`src/design/msps_pkg.sv`:
```
// ----------------------------------------------------------------------------
// msps_pkg
// Shared types and constants for the message slot prefix-match store.
// ----------------------------------------------------------------------------
package msps_pkg;

    // default geometry
    localparam int SLOTS_DEF     = 8;
    localparam int MSG_BYTES_DEF = 32;

    // field widths of one transaction
    localparam int BYTE_W = 8;
    localparam int LEN_W  = 6;

    // readout never exceeds this many bytes
    localparam int READ_CAP = 32;

    // op codes
    localparam logic OP_STORE  = 1'b0;
    localparam logic OP_SEARCH = 1'b1;

    typedef enum logic [2:0] {
        ST_CLEAR,
        ST_IDLE,
        ST_MSG_WR,
        ST_PAT_CMP,
        ST_DONE,
        ST_RD_REQ,
        ST_RD_WAIT
    } t_state;

endpackage

```
`src/design/msps_if.sv`:
```
// ----------------------------------------------------------------------------
// msps_in_if / msps_out_if
// Valid/ready channels for input bytes and result transactions.
// ----------------------------------------------------------------------------
interface msps_in_if
    import msps_pkg::*;
();
    logic              valid;
    logic              ready;
    logic              op;
    logic [BYTE_W-1:0] byte_value;
    logic              last_in;
    logic [LEN_W-1:0]  read_len;

    modport source (output valid, output op, output byte_value, output last_in,
                    output read_len, input ready);
    modport sink   (input valid, input op, input byte_value, input last_in,
                    input read_len, output ready);
endinterface

interface msps_out_if
    import msps_pkg::*;
();
    logic              valid;
    logic              ready;
    logic              found;
    logic              dropped;
    logic              data_valid;
    logic [BYTE_W-1:0] data_byte;
    logic              last_out;

    modport source (output valid, output found, output dropped, output data_valid,
                    output data_byte, output last_out, input ready);
    modport sink   (input valid, input found, input dropped, input data_valid,
                    input data_byte, input last_out, output ready);
endinterface

```
`src/design/message_slot_prefix_match_store_top.sv`:
```
// ----------------------------------------------------------------------------
// message_slot_prefix_match_store_top
// Message slot store with prefix-match search and readout of the matched slot.
// ----------------------------------------------------------------------------
// The store holds SLOTS messages of up to MSG_BYTES bytes in one RAM laid out
// row by byte position: row p holds byte p of every slot, so a pattern byte
// is checked against all slots with a single read. Items are handled one at
// a time. A stored byte reads its row and then writes the merged row, or
// writes nothing when it is ignored or dropped; a pattern byte reads its
// row and is then compared, or past MSG_BYTES clears all matches unread.
// A final byte with a single result goes through ST_DONE to the output
// register; a match with data instead reads out min(read_len, MSG_BYTES,
// 32) bytes, each by a request (ST_RD_REQ) and a wait for the registered
// read data (ST_RD_WAIT). Either hand-off waits while the output register
// holds a result stalled downstream. After reset a clearing pass zeroes
// the RAM, one row per cycle, with ready held low. Results sit in an output
// register, so the next byte is taken while a result waits downstream.
// ----------------------------------------------------------------------------
module message_slot_prefix_match_store_top
    import msps_pkg::*;
#(
    parameter int SLOTS     = SLOTS_DEF,
    parameter int MSG_BYTES = MSG_BYTES_DEF
) (
    input  logic        i_clk,
    input  logic        i_rst_n,
    msps_in_if.sink     i_in,
    msps_out_if.source  o_out
);

    // geometry
    localparam int SW      = (SLOTS > 1) ? $clog2(SLOTS) : 1;
    localparam int AW      = (MSG_BYTES > 1) ? $clog2(MSG_BYTES) : 1;
    localparam int PW      = $clog2(MSG_BYTES + 1);
    localparam int IW      = (AW > LEN_W) ? AW : LEN_W;
    localparam int ROW_W   = SLOTS * BYTE_W;
    localparam int LEN_CAP = (MSG_BYTES < READ_CAP) ? MSG_BYTES : READ_CAP;

    localparam logic [PW-1:0]    POS_END  = PW'(MSG_BYTES);
    localparam logic [AW-1:0]    LAST_ROW = AW'(MSG_BYTES - 1);
    localparam logic [LEN_W-1:0] LEN_MAX  = LEN_W'(LEN_CAP);

    t_state r_state, n_state;

    // message writer
    logic [SW-1:0] r_write_slot, n_write_slot;
    logic [PW-1:0] r_write_pos,  n_write_pos;
    logic          r_dropping,   n_dropping;

    // pattern search
    logic [PW-1:0]    r_pat_pos, n_pat_pos;
    logic [SLOTS-1:0] r_match,   n_match;

    // latched transaction
    logic [BYTE_W-1:0] r_byte, n_byte;
    logic              r_last, n_last;
    logic [LEN_W-1:0]  r_read_len, n_read_len;

    // single-result holding and readout
    logic              r_res_found, n_res_found;
    logic              r_res_dropped, n_res_dropped;
    logic [SW-1:0]     r_rd_slot, n_rd_slot;
    logic [LEN_W-1:0]  r_rd_len, n_rd_len;
    logic [LEN_W-1:0]  r_rd_idx, n_rd_idx;
    logic [AW-1:0]     r_clr_idx, n_clr_idx;

    // output register
    logic              r_o_valid, n_o_valid;
    logic              r_o_found, n_o_found;
    logic              r_o_dropped, n_o_dropped;
    logic              r_o_dv, n_o_dv;
    logic [BYTE_W-1:0] r_o_byte, n_o_byte;
    logic              r_o_last, n_o_last;

    // RAM port
    logic             ram_wr_en;
    logic [AW-1:0]    ram_wr_addr;
    logic [ROW_W-1:0] ram_wr_data;
    logic             ram_rd_en;
    logic [AW-1:0]    ram_rd_addr;
    logic [ROW_W-1:0] ram_rd_data;

    // occupancy
    logic             occ_set_en, occ_clr_en;
    logic [SW-1:0]    occ_set_idx, occ_clr_idx;
    logic [SLOTS-1:0] cand_mask;
    logic             free_found, cand_found;
    logic [SW-1:0]    free_idx, cand_idx;

    // helpers
    logic             in_acc;
    logic             out_free;
    logic             write_pos_lt;
    logic             pat_pos_lt;
    logic             drop_now;
    logic [SW-1:0]    slot_now;
    logic [SLOTS-1:0] eq_mask;
    logic [SLOTS-1:0] mask_new;
    logic [LEN_W-1:0] len_cut;
    logic             rd_last;
    logic [IW-1:0]    rd_idx_ext;

    assign in_acc       = i_in.valid && i_in.ready;
    assign out_free     = !r_o_valid || o_out.ready;
    assign write_pos_lt = (r_write_pos < POS_END);
    assign pat_pos_lt   = (r_pat_pos < POS_END);

    // slot choice is made on the first byte of a message
    assign drop_now = (r_write_pos == '0) ? !free_found : r_dropping;
    assign slot_now = (r_write_pos == '0) ? free_idx : r_write_slot;

    always_comb begin
        for (int s = 0; s < SLOTS; s++) begin
            eq_mask[s] = (ram_rd_data[s*BYTE_W +: BYTE_W] == r_byte);
        end
    end

    assign mask_new   = r_match & eq_mask;
    assign cand_mask  = mask_new;
    assign len_cut    = (r_read_len > LEN_MAX) ? LEN_MAX : r_read_len;
    assign rd_last    = (LEN_W'(r_rd_idx + LEN_W'(1)) == r_rd_len);
    assign rd_idx_ext = IW'(r_rd_idx);

    // ------------------------------------------------------------------
    // next state
    // ------------------------------------------------------------------
    always_comb begin
        n_state = r_state;
        unique case (r_state)
            ST_CLEAR: begin
                if (r_clr_idx == LAST_ROW) begin
                    n_state = ST_IDLE;
                end
            end
            ST_IDLE: begin
                if (in_acc) begin
                    if (i_in.op == OP_STORE) begin
                        if (write_pos_lt && !drop_now) begin
                            n_state = ST_MSG_WR;
                        end else if (i_in.last_in) begin
                            n_state = ST_DONE;
                        end
                    end else begin
                        if (pat_pos_lt) begin
                            n_state = ST_PAT_CMP;
                        end else if (i_in.last_in) begin
                            n_state = ST_DONE;
                        end
                    end
                end
            end
            ST_MSG_WR: begin
                n_state = r_last ? ST_DONE : ST_IDLE;
            end
            ST_PAT_CMP: begin
                if (!r_last) begin
                    n_state = ST_IDLE;
                end else if (cand_found && (len_cut != '0)) begin
                    n_state = ST_RD_REQ;
                end else begin
                    n_state = ST_DONE;
                end
            end
            ST_DONE: begin
                if (out_free) begin
                    n_state = ST_IDLE;
                end
            end
            ST_RD_REQ: begin
                n_state = ST_RD_WAIT;
            end
            ST_RD_WAIT: begin
                if (out_free) begin
                    n_state = rd_last ? ST_IDLE : ST_RD_REQ;
                end
            end
            default: n_state = ST_CLEAR;
        endcase
    end

    // ------------------------------------------------------------------
    // datapath and outputs
    // ------------------------------------------------------------------
    always_comb begin
        n_write_slot  = r_write_slot;
        n_write_pos   = r_write_pos;
        n_dropping    = r_dropping;
        n_pat_pos     = r_pat_pos;
        n_match       = r_match;
        n_byte        = r_byte;
        n_last        = r_last;
        n_read_len    = r_read_len;
        n_res_found   = r_res_found;
        n_res_dropped = r_res_dropped;
        n_rd_slot     = r_rd_slot;
        n_rd_len      = r_rd_len;
        n_rd_idx      = r_rd_idx;
        n_clr_idx     = r_clr_idx;

        n_o_valid   = r_o_valid && !o_out.ready;
        n_o_found   = r_o_found;
        n_o_dropped = r_o_dropped;
        n_o_dv      = r_o_dv;
        n_o_byte    = r_o_byte;
        n_o_last    = r_o_last;

        ram_wr_en   = 1'b0;
        ram_wr_addr = r_write_pos[AW-1:0];
        ram_wr_data = ram_rd_data;
        ram_rd_en   = 1'b0;
        ram_rd_addr = r_write_pos[AW-1:0];

        occ_set_en  = 1'b0;
        occ_set_idx = slot_now;
        occ_clr_en  = 1'b0;
        occ_clr_idx = cand_idx;

        unique case (r_state)
            ST_CLEAR: begin
                ram_wr_en   = 1'b1;
                ram_wr_addr = r_clr_idx;
                ram_wr_data = '0;
                n_clr_idx   = AW'(r_clr_idx + AW'(1));
            end
            ST_IDLE: begin
                if (in_acc) begin
                    n_byte     = i_in.byte_value;
                    n_last     = i_in.last_in;
                    n_read_len = i_in.read_len;
                    if (i_in.op == OP_STORE) begin
                        n_write_slot = slot_now;
                        n_dropping   = drop_now;
                        if (write_pos_lt && !drop_now) begin
                            // fetch the row, merge the byte next cycle
                            ram_rd_en   = 1'b1;
                            ram_rd_addr = r_write_pos[AW-1:0];
                        end else begin
                            if (write_pos_lt) begin
                                n_write_pos = PW'(r_write_pos + PW'(1));
                            end
                            if (i_in.last_in) begin
                                occ_set_en    = !drop_now;
                                occ_set_idx   = slot_now;
                                n_res_found   = 1'b0;
                                n_res_dropped = drop_now;
                                n_write_pos   = '0;
                                n_dropping    = 1'b0;
                            end
                        end
                    end else begin
                        if (pat_pos_lt) begin
                            ram_rd_en   = 1'b1;
                            ram_rd_addr = r_pat_pos[AW-1:0];
                        end else begin
                            // pattern longer than a slot: nothing can match
                            n_match = '0;
                            if (i_in.last_in) begin
                                n_res_found   = 1'b0;
                                n_res_dropped = 1'b0;
                                n_pat_pos     = '0;
                                n_match       = '1;
                            end
                        end
                    end
                end
            end
            ST_MSG_WR: begin
                ram_wr_en   = 1'b1;
                ram_wr_addr = r_write_pos[AW-1:0];
                for (int s = 0; s < SLOTS; s++) begin
                    if (SW'(s) == r_write_slot) begin
                        ram_wr_data[s*BYTE_W +: BYTE_W] = r_byte;
                    end
                end
                n_write_pos = PW'(r_write_pos + PW'(1));
                if (r_last) begin
                    occ_set_en    = 1'b1;
                    occ_set_idx   = r_write_slot;
                    n_res_found   = 1'b0;
                    n_res_dropped = 1'b0;
                    n_write_pos   = '0;
                    n_dropping    = 1'b0;
                end
            end
            ST_PAT_CMP: begin
                n_match   = mask_new;
                n_pat_pos = PW'(r_pat_pos + PW'(1));
                if (r_last) begin
                    n_pat_pos     = '0;
                    n_match       = '1;
                    n_res_dropped = 1'b0;
                    n_res_found   = cand_found;
                    occ_clr_en    = cand_found;
                    occ_clr_idx   = cand_idx;
                    n_rd_slot     = cand_idx;
                    n_rd_len      = len_cut;
                    n_rd_idx      = '0;
                end
            end
            ST_DONE: begin
                if (out_free) begin
                    n_o_valid   = 1'b1;
                    n_o_found   = r_res_found;
                    n_o_dropped = r_res_dropped;
                    n_o_dv      = 1'b0;
                    n_o_byte    = '0;
                    n_o_last    = 1'b1;
                end
            end
            ST_RD_REQ: begin
                ram_rd_en   = 1'b1;
                ram_rd_addr = rd_idx_ext[AW-1:0];
            end
            ST_RD_WAIT: begin
                if (out_free) begin
                    n_o_valid   = 1'b1;
                    n_o_found   = 1'b1;
                    n_o_dropped = 1'b0;
                    n_o_dv      = 1'b1;
                    n_o_byte    = ram_rd_data[int'(r_rd_slot)*BYTE_W +: BYTE_W];
                    n_o_last    = rd_last;
                    n_rd_idx    = LEN_W'(r_rd_idx + LEN_W'(1));
                end
            end
            default: begin
                n_o_valid = 1'b0;
            end
        endcase
    end

    // ------------------------------------------------------------------
    // registers
    // ------------------------------------------------------------------
    always_ff @(posedge i_clk) begin
        if (!i_rst_n) begin
            r_state      <= ST_CLEAR;
            r_write_slot <= '0;
            r_write_pos  <= '0;
            r_dropping   <= 1'b0;
            r_pat_pos    <= '0;
            r_match      <= '1;
            r_clr_idx    <= '0;
            r_rd_idx     <= '0;
            r_o_valid    <= 1'b0;
        end else begin
            r_state      <= n_state;
            r_write_slot <= n_write_slot;
            r_write_pos  <= n_write_pos;
            r_dropping   <= n_dropping;
            r_pat_pos    <= n_pat_pos;
            r_match      <= n_match;
            r_clr_idx    <= n_clr_idx;
            r_rd_idx     <= n_rd_idx;
            r_o_valid    <= n_o_valid;
        end
    end

    always_ff @(posedge i_clk) begin
        r_byte        <= n_byte;
        r_last        <= n_last;
        r_read_len    <= n_read_len;
        r_res_found   <= n_res_found;
        r_res_dropped <= n_res_dropped;
        r_rd_slot     <= n_rd_slot;
        r_rd_len      <= n_rd_len;
        r_o_found     <= n_o_found;
        r_o_dropped   <= n_o_dropped;
        r_o_dv        <= n_o_dv;
        r_o_byte      <= n_o_byte;
        r_o_last      <= n_o_last;
    end

    // ------------------------------------------------------------------
    // submodules
    // ------------------------------------------------------------------
    msps_ram #(
        .WIDTH (ROW_W),
        .DEPTH (MSG_BYTES)
    ) u_ram (
        .i_clk     (i_clk),
        .i_wr_en   (ram_wr_en),
        .i_wr_addr (ram_wr_addr),
        .i_wr_data (ram_wr_data),
        .i_rd_en   (ram_rd_en),
        .i_rd_addr (ram_rd_addr),
        .o_rd_data (ram_rd_data)
    );

    msps_occ #(
        .SLOTS (SLOTS)
    ) u_occ (
        .i_clk        (i_clk),
        .i_rst_n      (i_rst_n),
        .i_set_en     (occ_set_en),
        .i_set_idx    (occ_set_idx),
        .i_clr_en     (occ_clr_en),
        .i_clr_idx    (occ_clr_idx),
        .i_cand_mask  (cand_mask),
        .o_free_found (free_found),
        .o_free_idx   (free_idx),
        .o_cand_found (cand_found),
        .o_cand_idx   (cand_idx)
    );

    // ports
    assign i_in.ready       = (r_state == ST_IDLE);
    assign o_out.valid      = r_o_valid;
    assign o_out.found      = r_o_found;
    assign o_out.dropped    = r_o_dropped;
    assign o_out.data_valid = r_o_dv;
    assign o_out.data_byte  = r_o_byte;
    assign o_out.last_out   = r_o_last;

endmodule

```
`src/design/msps_ram.sv`:
```
// ----------------------------------------------------------------------------
// msps_ram
// Generic single-write, single-read RAM with registered read data.
// ----------------------------------------------------------------------------
module msps_ram #(
    parameter int WIDTH = 8,
    parameter int DEPTH = 32,
    localparam int AW   = (DEPTH > 1) ? $clog2(DEPTH) : 1
) (
    input  logic             i_clk,
    input  logic             i_wr_en,
    input  logic [AW-1:0]    i_wr_addr,
    input  logic [WIDTH-1:0] i_wr_data,
    input  logic             i_rd_en,
    input  logic [AW-1:0]    i_rd_addr,
    output logic [WIDTH-1:0] o_rd_data
);

    logic [WIDTH-1:0] r_mem [DEPTH];
    logic [WIDTH-1:0] r_rd_data;

    always_ff @(posedge i_clk) begin
        if (i_wr_en) begin
            r_mem[i_wr_addr] <= i_wr_data;
        end
        if (i_rd_en) begin
            r_rd_data <= r_mem[i_rd_addr];
        end
    end

    assign o_rd_data = r_rd_data;

endmodule

```
`src/design/msps_occ.sv`:
```
// ----------------------------------------------------------------------------
// msps_occ
// Slot occupancy flags with lowest-free and lowest-candidate encoders.
// ----------------------------------------------------------------------------
module msps_occ #(
    parameter int SLOTS = 8,
    localparam int SW   = (SLOTS > 1) ? $clog2(SLOTS) : 1
) (
    input  logic             i_clk,
    input  logic             i_rst_n,
    input  logic             i_set_en,
    input  logic [SW-1:0]    i_set_idx,
    input  logic             i_clr_en,
    input  logic [SW-1:0]    i_clr_idx,
    input  logic [SLOTS-1:0] i_cand_mask,
    output logic             o_free_found,
    output logic [SW-1:0]    o_free_idx,
    output logic             o_cand_found,
    output logic [SW-1:0]    o_cand_idx
);

    logic [SLOTS-1:0] r_used;
    logic [SLOTS-1:0] n_used;
    logic [SLOTS-1:0] cand;

    always_comb begin
        n_used = r_used;
        if (i_set_en) begin
            n_used[i_set_idx] = 1'b1;
        end
        if (i_clr_en) begin
            n_used[i_clr_idx] = 1'b0;
        end
    end

    always_ff @(posedge i_clk) begin
        if (!i_rst_n) begin
            r_used <= '0;
        end else begin
            r_used <= n_used;
        end
    end

    assign cand = i_cand_mask & r_used;

    // priority encoders, lowest index wins
    always_comb begin
        o_free_found = 1'b0;
        o_free_idx   = '0;
        o_cand_found = 1'b0;
        o_cand_idx   = '0;
        for (int s = SLOTS - 1; s >= 0; s--) begin
            if (!r_used[s]) begin
                o_free_found = 1'b1;
                o_free_idx   = SW'(s);
            end
            if (cand[s]) begin
                o_cand_found = 1'b1;
                o_cand_idx   = SW'(s);
            end
        end
    end

endmodule

```
`src/flat_wrapper.sv`:
```
// flat-port wrapper written by rule: the top's interface ports become plain ports
module message_slot_prefix_match_store_top_flat import msps_pkg::*;
#(
    parameter int SLOTS     = SLOTS_DEF,
    parameter int MSG_BYTES = MSG_BYTES_DEF
)
  (i_clk, i_rst_n, i_in_valid, i_in_op, i_in_byte_value, i_in_last_in, i_in_read_len, i_in_ready, o_out_valid, o_out_found, o_out_dropped, o_out_data_valid, o_out_data_byte, o_out_last_out, o_out_ready);
  msps_in_if i_in_i ();
  msps_out_if o_out_i ();
  input  logic i_clk;
  input  logic i_rst_n;
  input wire logic [$bits(i_in_i.valid)-1:0] i_in_valid;
  input wire logic [$bits(i_in_i.op)-1:0] i_in_op;
  input wire logic [$bits(i_in_i.byte_value)-1:0] i_in_byte_value;
  input wire logic [$bits(i_in_i.last_in)-1:0] i_in_last_in;
  input wire logic [$bits(i_in_i.read_len)-1:0] i_in_read_len;
  output wire logic [$bits(i_in_i.ready)-1:0] i_in_ready;
  output wire logic [$bits(o_out_i.valid)-1:0] o_out_valid;
  output wire logic [$bits(o_out_i.found)-1:0] o_out_found;
  output wire logic [$bits(o_out_i.dropped)-1:0] o_out_dropped;
  output wire logic [$bits(o_out_i.data_valid)-1:0] o_out_data_valid;
  output wire logic [$bits(o_out_i.data_byte)-1:0] o_out_data_byte;
  output wire logic [$bits(o_out_i.last_out)-1:0] o_out_last_out;
  input wire logic [$bits(o_out_i.ready)-1:0] o_out_ready;
  assign i_in_i.valid = i_in_valid;
  assign i_in_i.op = i_in_op;
  assign i_in_i.byte_value = i_in_byte_value;
  assign i_in_i.last_in = i_in_last_in;
  assign i_in_i.read_len = i_in_read_len;
  assign i_in_ready = i_in_i.ready;
  assign o_out_valid = o_out_i.valid;
  assign o_out_found = o_out_i.found;
  assign o_out_dropped = o_out_i.dropped;
  assign o_out_data_valid = o_out_i.data_valid;
  assign o_out_data_byte = o_out_i.data_byte;
  assign o_out_last_out = o_out_i.last_out;
  assign o_out_i.ready = o_out_ready;
  message_slot_prefix_match_store_top #(.SLOTS(SLOTS), .MSG_BYTES(MSG_BYTES)) u_core (.i_clk(i_clk), .i_rst_n(i_rst_n), .i_in(i_in_i), .o_out(o_out_i));
endmodule
```
`config.mk`:
```
export PLATFORM = sky130hd
export DESIGN_NAME = message_slot_prefix_match_store_top_flat
export DESIGN_NICKNAME = d
export VERILOG_FILES = /design/src/design/msps_pkg.sv /design/src/design/msps_if.sv /design/src/design/message_slot_prefix_match_store_top.sv /design/src/design/msps_ram.sv /design/src/design/msps_occ.sv /design/src/flat_wrapper.sv
export SDC_FILE = /design/constraint.sdc
export NUM_CORES = 2
export LEC_CHECK = 0
export ABC_AREA = 1
export BUFFER_PORTS_ARGS = -buffer_cell sky130_fd_sc_hd__buf_2
export CAP_MARGIN = 10
export CORE_AREA = 4 4 476 360
export CTS_BUF_LIST = sky130_fd_sc_hd__clkbuf_4 sky130_fd_sc_hd__clkbuf_8
export CTS_CLUSTER_DIAMETER = 60
export DETAILED_ROUTE_END_ITERATION = 12
export DIE_AREA = 0 0 480 364
export PLACE_DENSITY = 0.73
export SLEW_MARGIN = 0
export SYNTH_ARGS = -nofsm -noshare
export SYNTH_HDL_FRONTEND = slang
export SYNTH_SLANG_ARGS = --single-unit
export TNS_END_PERCENT = 50
```
`constraint.sdc`:
```
create_clock -name i_clk -period 5.28 [get_ports i_clk]
set_input_delay 0.792 -clock i_clk [delete_from_list [all_inputs] [get_ports i_clk]]
set_output_delay 0.792 -clock i_clk [all_outputs]
set_load 0.02 [all_outputs]
```
== Word level (Yosys, flattened, before mapping) ==
Memory sizes are Yosys's and may differ from the RTL's. A register that Yosys moved wholly into a read port is not among the register bits.
Index checks and enable logic that the tools add are counted.

* Add/sub/neg operators: 4
* $mul: 0
* Divide/modulo/power cells: 0
* $lt $le $gt $ge: 7
* Equal/unequal tests: 38
* Shifts and indexed selects: 1
* Mux-type cells: 142
* Bitwise gates (word level): 6
* Reduce and logical (&&, ||, !) cells: 37

{| class="wikitable"
|+ Operators with widths
! cell !! count
|-
| $mux W8 || 17
|-
| $pmux W64 S2 || 1
|-
| $mux W3 || 30
|-
| $mux W6 || 14
|-
| $eq A8 B8 Y1 || 8
|-
| $shiftx A64 B7 Y8 || 1
|-
| $mux W1 || 57
|-
| $pmux W6 S2 || 3
|-
| $pmux W8 S2 || 2
|-
| $and A8 B8 Y8 || 3
|-
| $pmux W3 S7 || 1
|-
| $mux W5 || 4
|-
| $add A6 B1 Y6 const B || 3
|-
| $pmux W1 S2 || 9
|-
| $eq A3 B3 Y1 const A || 4
|-
| $lt A6 B6 Y1 const B || 2
|-
| $ne A2 B1 Y1 const B || 6
|-
| $ne A2 B2 Y1 const B || 6
|-
| $reduce_and A4 Y1 || 3
|-
| $reduce_and A6 Y1 || 2
|-
| $pmux W5 S2 || 1
|-
| $reduce_and A5 Y1 || 2
|-
| $reduce_bool A2 Y1 || 5
|-
| $eq A3 B3 Y1 const B || 3
|-
| other kinds (27) || 48
|}

* Register bits after elaboration: 85
* Latch bits: 0
* Bits in writable memories: 2048
* Bits in read-only memories: 0
* Input bits: 20
* Output and inout bits: 14
* Logic and storage cells: 258
* Memories: 1

{| class="wikitable"
|+ Memories
! memory !! depth !! bits a word !! read ports !! clocked after memory_dff !! wr ports !! line !! text
|-
| u_core.u_ram.r_mem || 32 || 64 || 1 || 1 || 1 || msps_ram.sv:19 || <nowiki>logic [WIDTH-1:0] r_mem [DEPTH];</nowiki>
|}

== Logic depth before layout (Yosys ltp) ==
* Word-level depth: 19
* Mapped depth: 17
* Depth with buffers taken out: 16

== Cells and area by module ==
A second synthesis with hierarchy kept.

* Cell total of the unflattened synthesis: 7740
* Area, all modules: 90123.9 um^2

{| class="wikitable"
|+ By module, submodules not included
! module !! instances !! cells an instance !! area each (um^2) !! seq. area each (um^2)
|-
| msps_ram || 1 || 6768 || 83662.7 || 63420.8
|-
| message_slot_prefix_match_store_top || 1 || 879 || 5926.9 || 1921.8
|-
| msps_occ || 1 || 93 || 534.3 || 160.2
|}

== Worst setup path after synthesis ==
No wires, ideal clock.

* Kind: flip-flop to flip-flop
* Start point: register u_core.r_state[2]
* End point: memory u_core.u_ram.r_mem[3][0] in the netlist's numbering, enable pin
* Arrival time: 4.097 ns
* Data required time: 4.793 ns
* Setup slack: 0.697 ns
* Cell stages (with the launch flop): 10
* Buffers on the path: 1
* Period minus slack after synthesis: 4.583 ns
* Cell sequence: dfxtp_1 inv_1 nand2_1 clkbuf_1 nand2_1 o21ai_0 inv_1 nor2_1 nand2_1 nor2_1

* Cells in the longest elaborated chain, start to end: 5
* Elaborated cells on any way between the ends: 7

{| class="wikitable"
|+ Ends and longest elaborated chain
! item !! line !! text
|-
| start, declared || message_slot_prefix_match_store_top.sv:43 || <nowiki>t_state r_state, n_state;</nowiki>
|-
| start signal, assigned || message_slot_prefix_match_store_top.sv:346 || <nowiki>r_state <= n_state;</nowiki>
|-
| $eq A3 B2 Y1 or $logic_not A3 Y1 (tied branches) || message_slot_prefix_match_store_top.sv:218 || <nowiki>unique case (r_state)</nowiki>
|-
| $reduce_or A2 Y1 (no source line) || n/a ||
|-
| $mux W1 || message_slot_prefix_match_store_top.sv:218 ||
|-
| $mux W1 || msps_ram.sv:23 || <nowiki>if (i_wr_en) begin</nowiki>
|-
| $mux W1 (not written as such) || msps_ram.sv:24 || <nowiki>r_mem[i_wr_addr] <= i_wr_data;</nowiki>
|-
| end, declared || msps_ram.sv:19 ||
|}

Parallel ways exist; a longest one is shown, timed or not.

== Worst setup path after layout ==
* Start point: register u_core.r_state[2]
* End point: memory u_core.u_ram.r_mem[2][1] in the netlist's numbering, enable pin

The elaborated chain is that of the path after synthesis.

==> impl_metrics.env <==
export IMPL_status="finished clean"
export IMPL_rsz0062_at_grt="no"
export IMPL_clock_path_buffers=4
export IMPL_required_ps=5950
export IMPL_drc_errors=0
export IMPL_crit_path_start_kind="flip-flop"
export IMPL_yosysTopAreaCell="edfxtp_1"
export IMPL_grt_max_degree=185
export IMPL_synth_top_cells_by_area="edfxtp_1, nand2_1, inv_1"
export IMPL_synth_top_area_frac=0.6828
export IMPL_drt_total_wl_mm=277.7
export IMPL_min_from="i_in_last_in"
export IMPL_antenna_found_initial=4
export IMPL_synth_cells=8547
export IMPL_ys_top_cells_by_count="edfxtp_1, nand2_1, inv_1"
export IMPL_cap_violations=0
export IMPL_clkLatencyLatePin_ps=1080
export IMPL_wl_per_cell_um=24.99
export IMPL_cts_setup_buffers=0
export IMPL_worstHoldPathType="in2reg"
export IMPL_critPathCaptureType="flip-flop"
export IMPL_die_w_um=480
export IMPL_cp_arrival_ps=4490
export IMPL_die_h_um=364
export IMPL_tns_ps=0
export IMPL_synth_edff_count=2150
export IMPL_setup_viol=0
export IMPL_slew_headroom=0.1488
export IMPL_cts_max_level=5
export IMPL_dpl_hpwl_mm=144.0
export IMPL_grt_pass1_vias=61650
export IMPL_yosysWarnings=0
export IMPL_first_pass_iters=6
export IMPL_ff2ff_path_depth=6
export IMPL_fin_worst_skew_ps=77.31
export IMPL_final_cells=11110
export IMPL_numCtsBuffers=340
export IMPL_min_path_cells=1
export IMPL_timing_final_ws_setup_ps=1462
export IMPL_grt_pass1_wl_mm=404.8
export IMPL_cts_tree="yes"
export IMPL_use_met3=0.07828
export IMPL_drt_first_iter_violations=10330
export IMPL_synthArstFlopShare=0
export IMPL_dr_total_vias=66360
export IMPL_dp_cells=10520
export IMPL_critPathLaunch="u_core.r_state[2]"
export IMPL_grt_overflow_total=0
export IMPL_via_per_inst=5.971
export IMPL_layout_drive_gt1_share=0.09926
export IMPL_synth_area_um2=94560
export IMPL_post_cts_resized=0
export IMPL_grtUsageMet1=0.4568
export IMPL_powerDensity_nw_per_um2=319.0
export IMPL_coreArea_um2=166700
export IMPL_design_area_um2=104700
export IMPL_row_count=130
export IMPL_finalCriticalPeriod_ps=3818
export IMPL_yosysSeqAreaShare=0.6927
export IMPL_ir_drop_v=0.0002846
export IMPL_path_class="reg2reg"
export IMPL_fillers=12730
export IMPL_r2r_start="u_core.r_state[2]"
export IMPL_cts_root_buf="clkbuf_8"
export IMPL_synth_flop_cell="edfxtp_1"
export IMPL_fin_crit_sh=0.7231
export IMPL_io_pins=34
export IMPL_numPortBuffers=33
export IMPL_gr_max_usage_layer="met1"
export IMPL_hold_violations=0
export IMPL_track_usage=0.3135
export IMPL_clkSinkCount=2197
export IMPL_yosysMostFrequentCell="edfxtp_1"
export IMPL_worst_slew_pin_slew_ps=1277
export IMPL_dpl_worst_slack_ps=1258
export IMPL_hold_ws_ps=169.0
export IMPL_ant_nets=0
export IMPL_syn_avg_cell_area_um2=11.06
export IMPL_nets=8660
export IMPL_p_leak_nw=43.32
export IMPL_synth_nets=8573
export IMPL_clk_pin_slew_ps=60
export IMPL_fmax_mhz=261.9
export IMPL_drv_slew=0
export IMPL_gr_usage_met2=0.4526
export IMPL_yosysUniqueCellTypes=35
export IMPL_synth_seq_cells=2197
export IMPL_die_area_um2=174700
export IMPL_worstPathMaxFanout=27
export IMPL_place_area_um2=98220
export IMPL_initial_core_util=0.5672
export IMPL_gp_congestion=0.9612
export IMPL_area_growth_pct=10.73
-- layout make-up --
type                            instances  area (um2)  area share
Clock buffer                          459        5617     0.05364
Sequential cell                      2197       65500      0.6256
Tap cell                             2244        2808     0.02681
Clock inverter                        115       645.6    0.006166
Multi-Input combinational cell       4443       22210      0.2121
Inverter                             1390        5225     0.04990
Antenna cell                            4       10.01  0.00009560
Timing Repair Buffer                  262        2695     0.02574
-- placed cells by master (no fill, tap or decap), types with 8 or more instances in the layout --
| cell type | n |
|---|---|
| xor2_1 | 11 |
| clkbuf_8 | 347 |
| buf_2 | 33 |
| nor2_1 | 113 |
| clkinv_1 | 63 |
| o21ai_0 | 399 |
| nand3_1 | 1004 |
| inv_1 | 1385 |
| edfxtp_1 | 2150 |
| o211ai_1 | 517 |
| o22ai_2 | 55 |
| buf_4 | 151 |
| clkinvlp_4 | 12 |
| dlygate4sd3_1 | 14 |
| nand2_1 | 1924 |
| nand4_1 | 200 |
| a31oi_1 | 8 |
| dfxtp_1 | 47 |
| nor3_1 | 26 |
| xnor2_1 | 8 |
| clkbuf_4 | 112 |
| a21oi_1 | 83 |
| buf_12 | 59 |
| clkinv_2 | 33 |
| nor2_4 | 33 |
-- layer usage --
layer | wire length (um) | share of wire
met1 | 110200 | 0.40
met2 | 118800 | 0.43
met3 | 37070 | 0.13
met4 | 11720 | 0.042
met5 | 0 | 0
-- power breakdown --
group          switching, mW  internal (mW)  leakage [nW]
registers             0.0468           19.1          20.6
logic                  0.469          0.191          19.4
clock network           6.51           7.07          3.31
total                   7.03           26.4          43.3
-- logic make-up after synthesis --
family,Yosys count,synth area share
simple gates,3324,0.1518
compound gates,1094,0.07305
buf+inv,1907,0.07993
flops,2197,0.6927
fa+ha+maj,6,0.0007939
xor+xnor,19,0.001760
-- critical path, stage by stage, from the launching register on --
cell     delay (ps)
dfxtp_1         330
inv_1           210
nand2_1         580
inv_1           350
nand3_1         630
nor2_4          970
buf_12          340
-- per-stage QoR --
stage	util	power, mW
CTS	0.6275	33.51
finish	0.6280	33.40
global route	0.6280	34.39
floorplan	-	19.91
global placement	0.5891	20.14
detailed placement	0.5891	20.16
-- repair_timing --
| item | in CTS | in global routing |
|---|---|---|
| endpoints found under the setup margin | 0 | 0 |
| hold buffers | 14 | 0 |
| endpoints found under the hold margin | 14 | 0 |
-- state kept, by name, summed over array words and instances (netlist names), 6 cells and up --
name,cells
u_core.u_occ.r_used,8
u_core.r_rd_idx,6
u_core.u_ram.r_mem,2048
u_core.r_write_pos,6
u_core.r_rd_len,6
u_core.o_out.data_byte,8
u_core.r_match,8
u_core.r_pat_pos,6
u_core.r_byte,8
u_core.u_ram.o_rd_data,64
u_core.r_read_len,6
-- worst paths after layout --
| path | slack (ps) | to |
|---|---|---|
| setup / recovery | 1460 | u_core.u_ram.r_mem[2][1] |
| hold / removal | 170 | u_core.r_last |
| hold reg to reg | 480 | u_core.r_dropping |
| setup reg to reg | 1460 | u_core.u_ram.r_mem[2][1] |
Power figures use the tool's default switching activity.
